## src/rtl/core/bitmap_page_allocator_assert.svh

```systemverilog
// ----------------------------------------------------------------------------
// Allocator assertion macros
// Concurrent assertion wrappers that compile to nothing in synthesis.
// ----------------------------------------------------------------------------
`ifndef BITMAP_PAGE_ALLOCATOR_ASSERT_SVH
`define BITMAP_PAGE_ALLOCATOR_ASSERT_SVH

`ifndef SYNTHESIS
`define BPA_ASSERT(lbl, clk, rstn, prop) \
  lbl: assert property (@(posedge clk) disable iff (!rstn) (prop)) \
    else $error("assertion failed");
`define BPA_ASSERT_NEVER(lbl, clk, rstn, expr) \
  lbl: assert property (@(posedge clk) disable iff (!rstn) !(expr)) \
    else $error("forbidden condition seen");
`else
`define BPA_ASSERT(lbl, clk, rstn, prop)
`define BPA_ASSERT_NEVER(lbl, clk, rstn, expr)
`endif

`endif

```

## src/rtl/core/bpa_ffs.sv

```systemverilog
// ----------------------------------------------------------------------------
// Find first set
// Index of the lowest set bit of a vector, with a flag for any bit set.
// ----------------------------------------------------------------------------
module bpa_ffs #(
  parameter int unsigned Width = 32,
  localparam int unsigned IdxW = (Width > 1) ? $clog2(Width) : 1
) (
  input  logic [Width-1:0] vec_i,
  output logic             found_o,
  output logic [IdxW-1:0]  index_o
);

  always_comb begin
    index_o = '0;
    for (int i = Width - 1; i >= 0; i--) begin
      if (vec_i[i]) begin
        index_o = IdxW'(i);
      end
    end
  end

  assign found_o = |vec_i;

endmodule

```

## config.mk

```make
export PLATFORM = sky130hd
export DESIGN_NAME = bpa_ffs
export DESIGN_NICKNAME = d
export VERILOG_FILES = /design/src/rtl/core/bitmap_page_allocator_assert.svh /design/src/rtl/core/bpa_ffs.sv
export SDC_FILE = /design/constraint.sdc
export NUM_CORES = 1
export LEC_CHECK = 0
export BUFFER_PORTS_ARGS = -buffer_cell sky130_fd_sc_hd__buf_2
export CAP_MARGIN = 10
export CORE_AREA = 2 2 39 41
export DETAILED_ROUTE_END_ITERATION = 8
export DIE_AREA = 0 0 41 43
export MAX_ROUTING_LAYER = met4
export PLACE_DENSITY = 0.69
export SLEW_MARGIN = 0
export SYNTH_ARGS = -nofsm -noshare
export SYNTH_HDL_FRONTEND = slang
export SYNTH_SLANG_ARGS = --single-unit
```

## constraint.sdc

```tcl
create_clock -name vclk -period 1.06
set_clock_uncertainty 0.05 [all_clocks]
set_input_delay 0.106 -clock vclk [all_inputs]
set_output_delay 0.106 -clock vclk [all_outputs]
set_load 0.05 [all_outputs]
```

======== After elaboration in Yosys (flattened, before gate mapping) ========
Cells that the tools add are included.
Widths: inputs -> output; s select.
word-level totals
  output and inout bits ................... 6
  input bits .............................. 32
  word-level logic and storage cells ...... 33
  bits in registers ....................... 0
operators by class
  reduce and logical (&&, ||, !) cells .... 1
  muxes and demuxes ....................... 32
operator list
  kind              number
  $mux 5            32
  $reduce_or 32->1  1

======== Depth between registers and ports, before layout ========
Gate-level depths: netlist of run 1.
  word-level depth ........................ 32
  depth in mapped cells ................... 5
  gate-level depth less buffers ........... 5

======== Worst setup path after synthesis of run 1 ========
No wires, ideal clock.
  path kind ............................... input to output
  from .................................... input vec_i[30]
  to ...................................... output index_o[0]
  data required time ...................... 0.904 ns
  slack ................................... -1.005 ns
  path buffers ............................ 0
  data arrival time ....................... 1.909 ns
  stages .................................. 5
  cells stage by stage .................... nor3b_1 > nor3_1 > o31ai_1 > o2111ai_1 > a221oi_1
between the ends
  longest elaborated chain between the ends .. 31
ends and longest elaborated chain
  what                  RTL line       RTL
  start: declaration    bpa_ffs.sv:9   input logic [Width-1:0] vec_i,
  $mux 5 (31 in a row)  bpa_ffs.sv:17  if (vec_i[i]) begin
  end: declaration      bpa_ffs.sv:11  output logic [IdxW-1:0] index_o
No other way between the ends.

======== Final worst setup path of run 1 ========
  from .................................... input vec_i[5]
  to ...................................... output index_o[1]
between the ends
  longest elaborated chain between the ends .. 6
ends and longest elaborated chain
  what                 RTL line
  $mux 5 (6 in a row)  bpa_ffs.sv:17
No other way between the ends.

==> run metrics, run 1 <==
Ports 38; CP Capture Type output pin; number of sequential cells 0; Hold EP index_o[0]; Worst Min Path Start vec_i[0]; RSZ-0062 raised after global routing yes; worst path cell trace buf_2, nor2_2, o31ai_1, or4_1, nor3_2, a21o_2, buf_8; synth top area cells nor4_1 11%, nor2_1 9.7%, a21oi_1 9.1%; WS Path Type in -> out; area share of the largest cell type after synthesis 11.4%; cts hold-fix bufs 0; placed standard-cell area 846 um2; Slowest cell on crit path or4_1; CP max FO 3; Layout Nets 165; design area 1070 um2; Pleak 0.000470 uW; Layout area overhead 177%; row count 14; ant diodes 0; Via Count 785; Starting Density 27.8%; Die Area 1760 um2; status finished with violations; final number of max-transition violations 0; Max-Slew Margin vs Limit 73.1%; CP Data Required Time 0.90 ns; failing checks setup timing; Syn. warnings 0; crit share post-route 142%; WL per Instance 13.7 um; minimum clock period 1.50 ns; Cell variety after synth 24; clock buffers 0; Final Hold Slack 0.559 ns; Fillers 100; DRC viols 0; Max Cap Viol 0; final WL 2010 um; initial antenna violation count 0; Port Buffers 38; area occupied by registers 0 um2; worst path bufs/invs 2; Post-DP HPWL 1380 um; vias in the first global route 741; Max Fclk 0.665 GHz; Synth Net Count 97; share of cells above drive strength 1 73.3%; Final GP Congestion 0.810; initial drt markers 7; Mapped Cells 65; Pwr per Cell Area 326 nW/um2; gr usage total 23.7%; die height 43 um; Multi-input gate area 537 um2; pre-CTS setup slack -0.705 ns; Hold Path Depth 4; Final WS setup -0.444 ns; Setup violations, final 6; Via density 5.34; syn avg cell area 5.93 um2; Core Box Area 1380 um2; grt total ovfl 0; largest net degree at the start of global routing 6; startpoint types input pin; CP max stage delay 0.49 ns; Worst-Margin Slew 0.403 ns; die width 41 um; Fin. Hold Viols 0; sequential share of the synthesized area 0%; Mapped Area 385 um2; Synth area leader nor4_1; worst hold path type in -> out; VDD IR max 224 uV; WP data arrival 1.35 ns; critical path's top delay family simple AND/OR/NAND/NOR gates; first-pass iteration count of the detailed router 2; first-pass GRT wire length 3030 um; post-route ant nets 0
-- worst max-delay path by stage --
stage,start,end,slack (ns),depth (start not counted)
floorplan,vec_i[23],found_o,-0.48,3
global route,vec_i[5],index_o[1],-0.51,7
CTS,vec_i[20],found_o,-0.43,5
global placement,vec_i[13],index_o[0],-0.65,6
detailed placement,vec_i[13],index_o[0],-0.70,6
finish,vec_i[5],index_o[1],-0.44,7
-- through the flow --
step	utilization [%]	power, uW	TNS (ns)	instances
detailed placement	61.1	266	-3.25	146
finish	77.0	347	-2.42	147
global route	77.0	374	-2.76	147
CTS	70.9	310	-2.40	146
global placement	61.1	262	-3.14	146
floorplan	-	85.5	-2.21	65
-- final cells by class --
cell class | instances | share of cell area, %
timing repair buffer | 66 | 45.7
inverter | 6 | 2.11
tap | 16 | 1.88
multi-input combinational | 59 | 50.4
-- cell families after synthesis --
family                 after synthesis  synth area share [%]
AO/OA/AOI/OAI                       22                  38.6
buffers and inverters                6                  5.84
AND/OR/NAND/NOR                     37                  55.5
-- timing repair --
action / CTS / global route
gates resized for setup: 31 / 19
buffers inserted: 0 / 1
endpoints found under the hold margin: 0 / 0
pin swaps: 6 / 9
cloned: 0 / 0
setup endpoints to repair: 6 / 6
-- placed cells by master, fill, tap and decap left out, types with 2 or more instances in the layout --
master      n
nor3b_4     2
nor4_4      2
buf_2      26
inv_1       6
buf_8       2
buf_6      11
nor3_1      3
nand2_2     2
nor4_2      3
o21ai_0     2
nor3_2      3
a21oi_1     5
o31ai_1     3
nor2_1      8
nor4_1      2
a2111oi_2   2
buf_4      27
or4_4       2
or4_1       2
-- routing by layer --
layer | track usage (%) | vias to the layer above | wire length [um]
met5 | - | - | 0
li1 | - | 394 | -
met3 | 0.524 | 6 | 75
met2 | 41.3 | 29 | 1090
met4 | 0 | 0 | 57
met1 | 31.1 | 356 | 790
-- report_power, final --
| part | internal [uW] | total, uW | leakage (uW) | switching (uW) |
|---|---|---|---|---|
| Combinational | 178 | 347 | 0.000470 | 169 |
| Sequential | 0 | 0 | 0 | 0 |
| Clock | 0 | 0 | 0 | 0 |
-- Yosys cell counts (2+ instances only) --
| cell | count |
|---|---|
| or4_1 | 2 |
| a2111oi_0 | 2 |
| a21oi_1 | 7 |
| nor2_1 | 10 |
| o21ai_0 | 2 |
| o31ai_1 | 4 |
| nor3_2 | 2 |
| nand2_1 | 3 |
| inv_1 | 6 |
| nor3b_1 | 2 |
| nor4_1 | 7 |
| or4_4 | 2 |
| nor3_1 | 5 |
-- tightest hold or removal path, stage by stage --
cell      delay [ns]
buf_2           0.09
buf_4           0.12
a221oi_4        0.04
buf_6           0.14
Power figures use the tool's default switching activity.
==> run 2: changes to the inputs <==
--- a/config.mk
+++ b/config.mk
@@ -5,13 +5,14 @@
 export SDC_FILE = /design/constraint.sdc
 export NUM_CORES = 1
 export LEC_CHECK = 0
+export ABC_AREA = 1
 export BUFFER_PORTS_ARGS = -buffer_cell sky130_fd_sc_hd__buf_2
 export CAP_MARGIN = 10
 export CORE_AREA = 2 2 39 41
 export DETAILED_ROUTE_END_ITERATION = 8
 export DIE_AREA = 0 0 41 43
 export MAX_ROUTING_LAYER = met4
-export PLACE_DENSITY = 0.69
+export PLACE_DENSITY = 0.8
 export SLEW_MARGIN = 0
 export SYNTH_ARGS = -nofsm -noshare
 export SYNTH_HDL_FRONTEND = slang
==> run 2 against run 1 <==
The run still ends with setup timing left. Combinational power is 11% higher. Largest power group unchanged. Via count up 13%. Highest routed layer unchanged. Sequential cell count unchanged. Synthesized cell count is 65% higher. Worst hold slack improved by 0.015 ns. Setup slack worse by 0.64 ns.
==> run metrics, run 2 <==
Hold EP index_o[1]; crit share post-route 202% (+60 points); ant diodes 0 (unchanged); minimum clock period 2.14 ns (+0.638 ns); RSZ-0062 raised after global routing yes; synth top area cells nand2_1 34%, inv_1 22%, nor2_1 12%; Mapped Cells 107 (+65%); Slowest cell on crit path buf_6; Layout Nets 206 (+25%); area share of the largest cell type after synthesis 34.3% (+23 points); Pwr per Cell Area 329 nW/um2 (+1.1%); Via density 4.71 (-12%); number of sequential cells 0 (unchanged); share of cells above drive strength 1 59.3% (-14 points); first-pass iteration count of the detailed router 4 (+2); Multi-input gate area 493 um2 (-8.2%); top cells by count, synth 43 x nand2_1, 27 x inv_1, 15 x nor2_1; Synth Area in Compound Gates 14.6% (-24 points); Port Buffers 38 (unchanged); Synth Area in XOR/XNOR 0% (unchanged); commonest cells after routing, fill and taps aside 35 x nand2_1, 28 x buf_2, 24 x inv_1, 20 x buf_4, 15 x buf_6; WP data arrival 1.99 ns (+0.64 ns); Final Hold Slack 0.573 ns (+0.0146 ns); largest net degree at the start of global routing 4 (-2); syn avg cell area 4.40 um2 (-26%); Max-Slew Margin vs Limit 79.8% (+6.7 points); row count 14 (unchanged); Switching Fraction 49.6% (+0.89 points); CP max stage delay 0.17 ns (-0.32 ns); die width 41 um (unchanged); WL per Instance 12.9 um (-6.0%); final WL 2420 um (+20%); Fin. Hold Viols 0 (unchanged); design area 1170 um2 (+9.6%); grt total ovfl 0 (unchanged); status finished with violations; Pwr Total 385 uW (+11%); Hold Path Depth 4 (unchanged); final number of max-transition violations 0 (unchanged); WS Path Type in -> out; initial drt markers 13 (+6); post-route ant nets 0 (unchanged); Worst Min Path Start vec_i[1]; Final GP Congestion 0.821 (+1.3%); Fillers 81 (-19%); most frequent CP cell nand2_1; clock buffers 0 (unchanged); Int Power 194 uW (+8.9%); Via Count 886 (+13%); Max Fclk 0.467 GHz (-30%); area occupied by registers 0 um2 (unchanged); Final WS setup -1.08 ns (-0.638 ns); failing checks setup timing; CP max FO 2 (-1); CP Data Required Time 0.90 ns (about the same); VDD IR max 199 uV (-11%); Cell variety after synth 17 (-29%); largest family of logic cells by synthesized area simple AND/OR/NAND/NOR gates; sequential power share 0% (unchanged); Core Box Area 1380 um2 (unchanged); Clk pwr share 0% (unchanged); die height 43 um (unchanged); area share of fa/ha/maj cells after synthesis 0% (unchanged); multiplexer area fraction after synthesis 0% (unchanged); Sw Pwr 191 uW (+13%); Ports 38 (unchanged); DRC viols 0 (unchanged); vias in the first global route 778 (+5.0%); Die Area 1760 um2 (unchanged); Synth area leader nand2_1; Setup violations, final 6 (unchanged); Mapped Area 470 um2 (+22%); Syn. warnings 0 (unchanged); Layout area overhead 148%; leading cell type in the layout, fill and taps excluded nand2_1; gr usage total 22.7% (-1.0 points); sequential share of the synthesized area 0% (unchanged); placed standard-cell area 973 um2 (+15%); CP Capture Type output pin; Starting Density 34.0% (+6.1 points); Simple-Gate Fraction of Synth Area 53.2% (-2.3 points); Synth Net Count 139 (+43%); top-count cell post-synth nand2_1; initial antenna violation count 0 (unchanged); Max Cap Viol 0 (unchanged); combinational cell fraction of total power 100.0% (about the same); first-pass GRT wire length 2930 um (-3.4%); Worst-Margin Slew 0.300 ns (-0.102 ns); Pleak 0.000668 uW (+42%); Setup TNS -4.35 ns (-1.93 ns); startpoint types input pin; worst hold path type in -> out; Post-DP HPWL 1380 um (+0.41%)
## run 2: how the worst max path moves through the flow
stage              start          to  depth (start not counted)
2_1_floorplan  vec_i[30]  index_o[0]                         31
3_5_place_dp   vec_i[30]  index_o[0]                         33
3_3_place_gp   vec_i[30]  index_o[0]                         33
4_1_cts        vec_i[30]  index_o[0]                         33
5_1_grt        vec_i[30]  index_o[0]                         33
6_report       vec_i[30]  index_o[0]                         33
## run 2: area by class of cell
type | instances | share of cell area (%)
multi-input cells | 74 | 42.2
inverters | 33 | 14.2
well taps | 16 | 1.71
repair buffers | 65 | 41.9
## run 2: what timing repair did
action | CTS | global route
setup buffers | 5 | 3
endpoints found under the hold margin | 0 | 0
hold buffers | 0 | 0
setup endpoints to repair | 6 | 6
pin swaps | 13 | 8
gates resized for setup | 29 | 16
## run 2: cell families (layout without fill, tap and decap cells)
logic type / Yosys count / in the layout
AND/OR/NAND/NOR: 64 / 64
buffers and inverters: 33 / 98
AO/OA/AOI/OAI: 10 / 10
## run 2: power groups by stage
stage | logic, uW | registers [uW] | clock network, uW
floorplan | 143 | 0 | 0
global placement | 295 | 0 | 0
detailed placement | 307 | 0 | 0
CTS | 346 | 0 | 0
global route | 416 | 0 | 0
finish | 385 | 0 | 0
## run 2: worst max-delay path, delay by kind of cell
| kind | cells | cell delay [ns] |
|---|---|---|
| buf+inv | 3 | 0.32 |
| compound gates | 1 | 0.12 |
| simple gates | 29 | 1.44 |
## run 2: routing by layer
metal / vias up / GRT usage [%] / wire (um)
li1: 446 / - / -
met1: 397 / 27.1 / 860
met2: 35 / 42.5 / 1370
met3: 8 / 0 / 108
met4: 0 / 0 / 85
met5: - / - / 0
## run 2: through the flow
step | worst slack [ns] | cells | util [%]
3_3_place_gp | -1.11 | 183 | 70.3
4_1_cts | -1.04 | 185 | 78.8
3_5_place_dp | -1.16 | 183 | 70.3
5_1_grt | -1.33 | 188 | 84.4
6_report | -1.08 | 188 | 84.4
2_1_floorplan | -0.775 | 107 | -
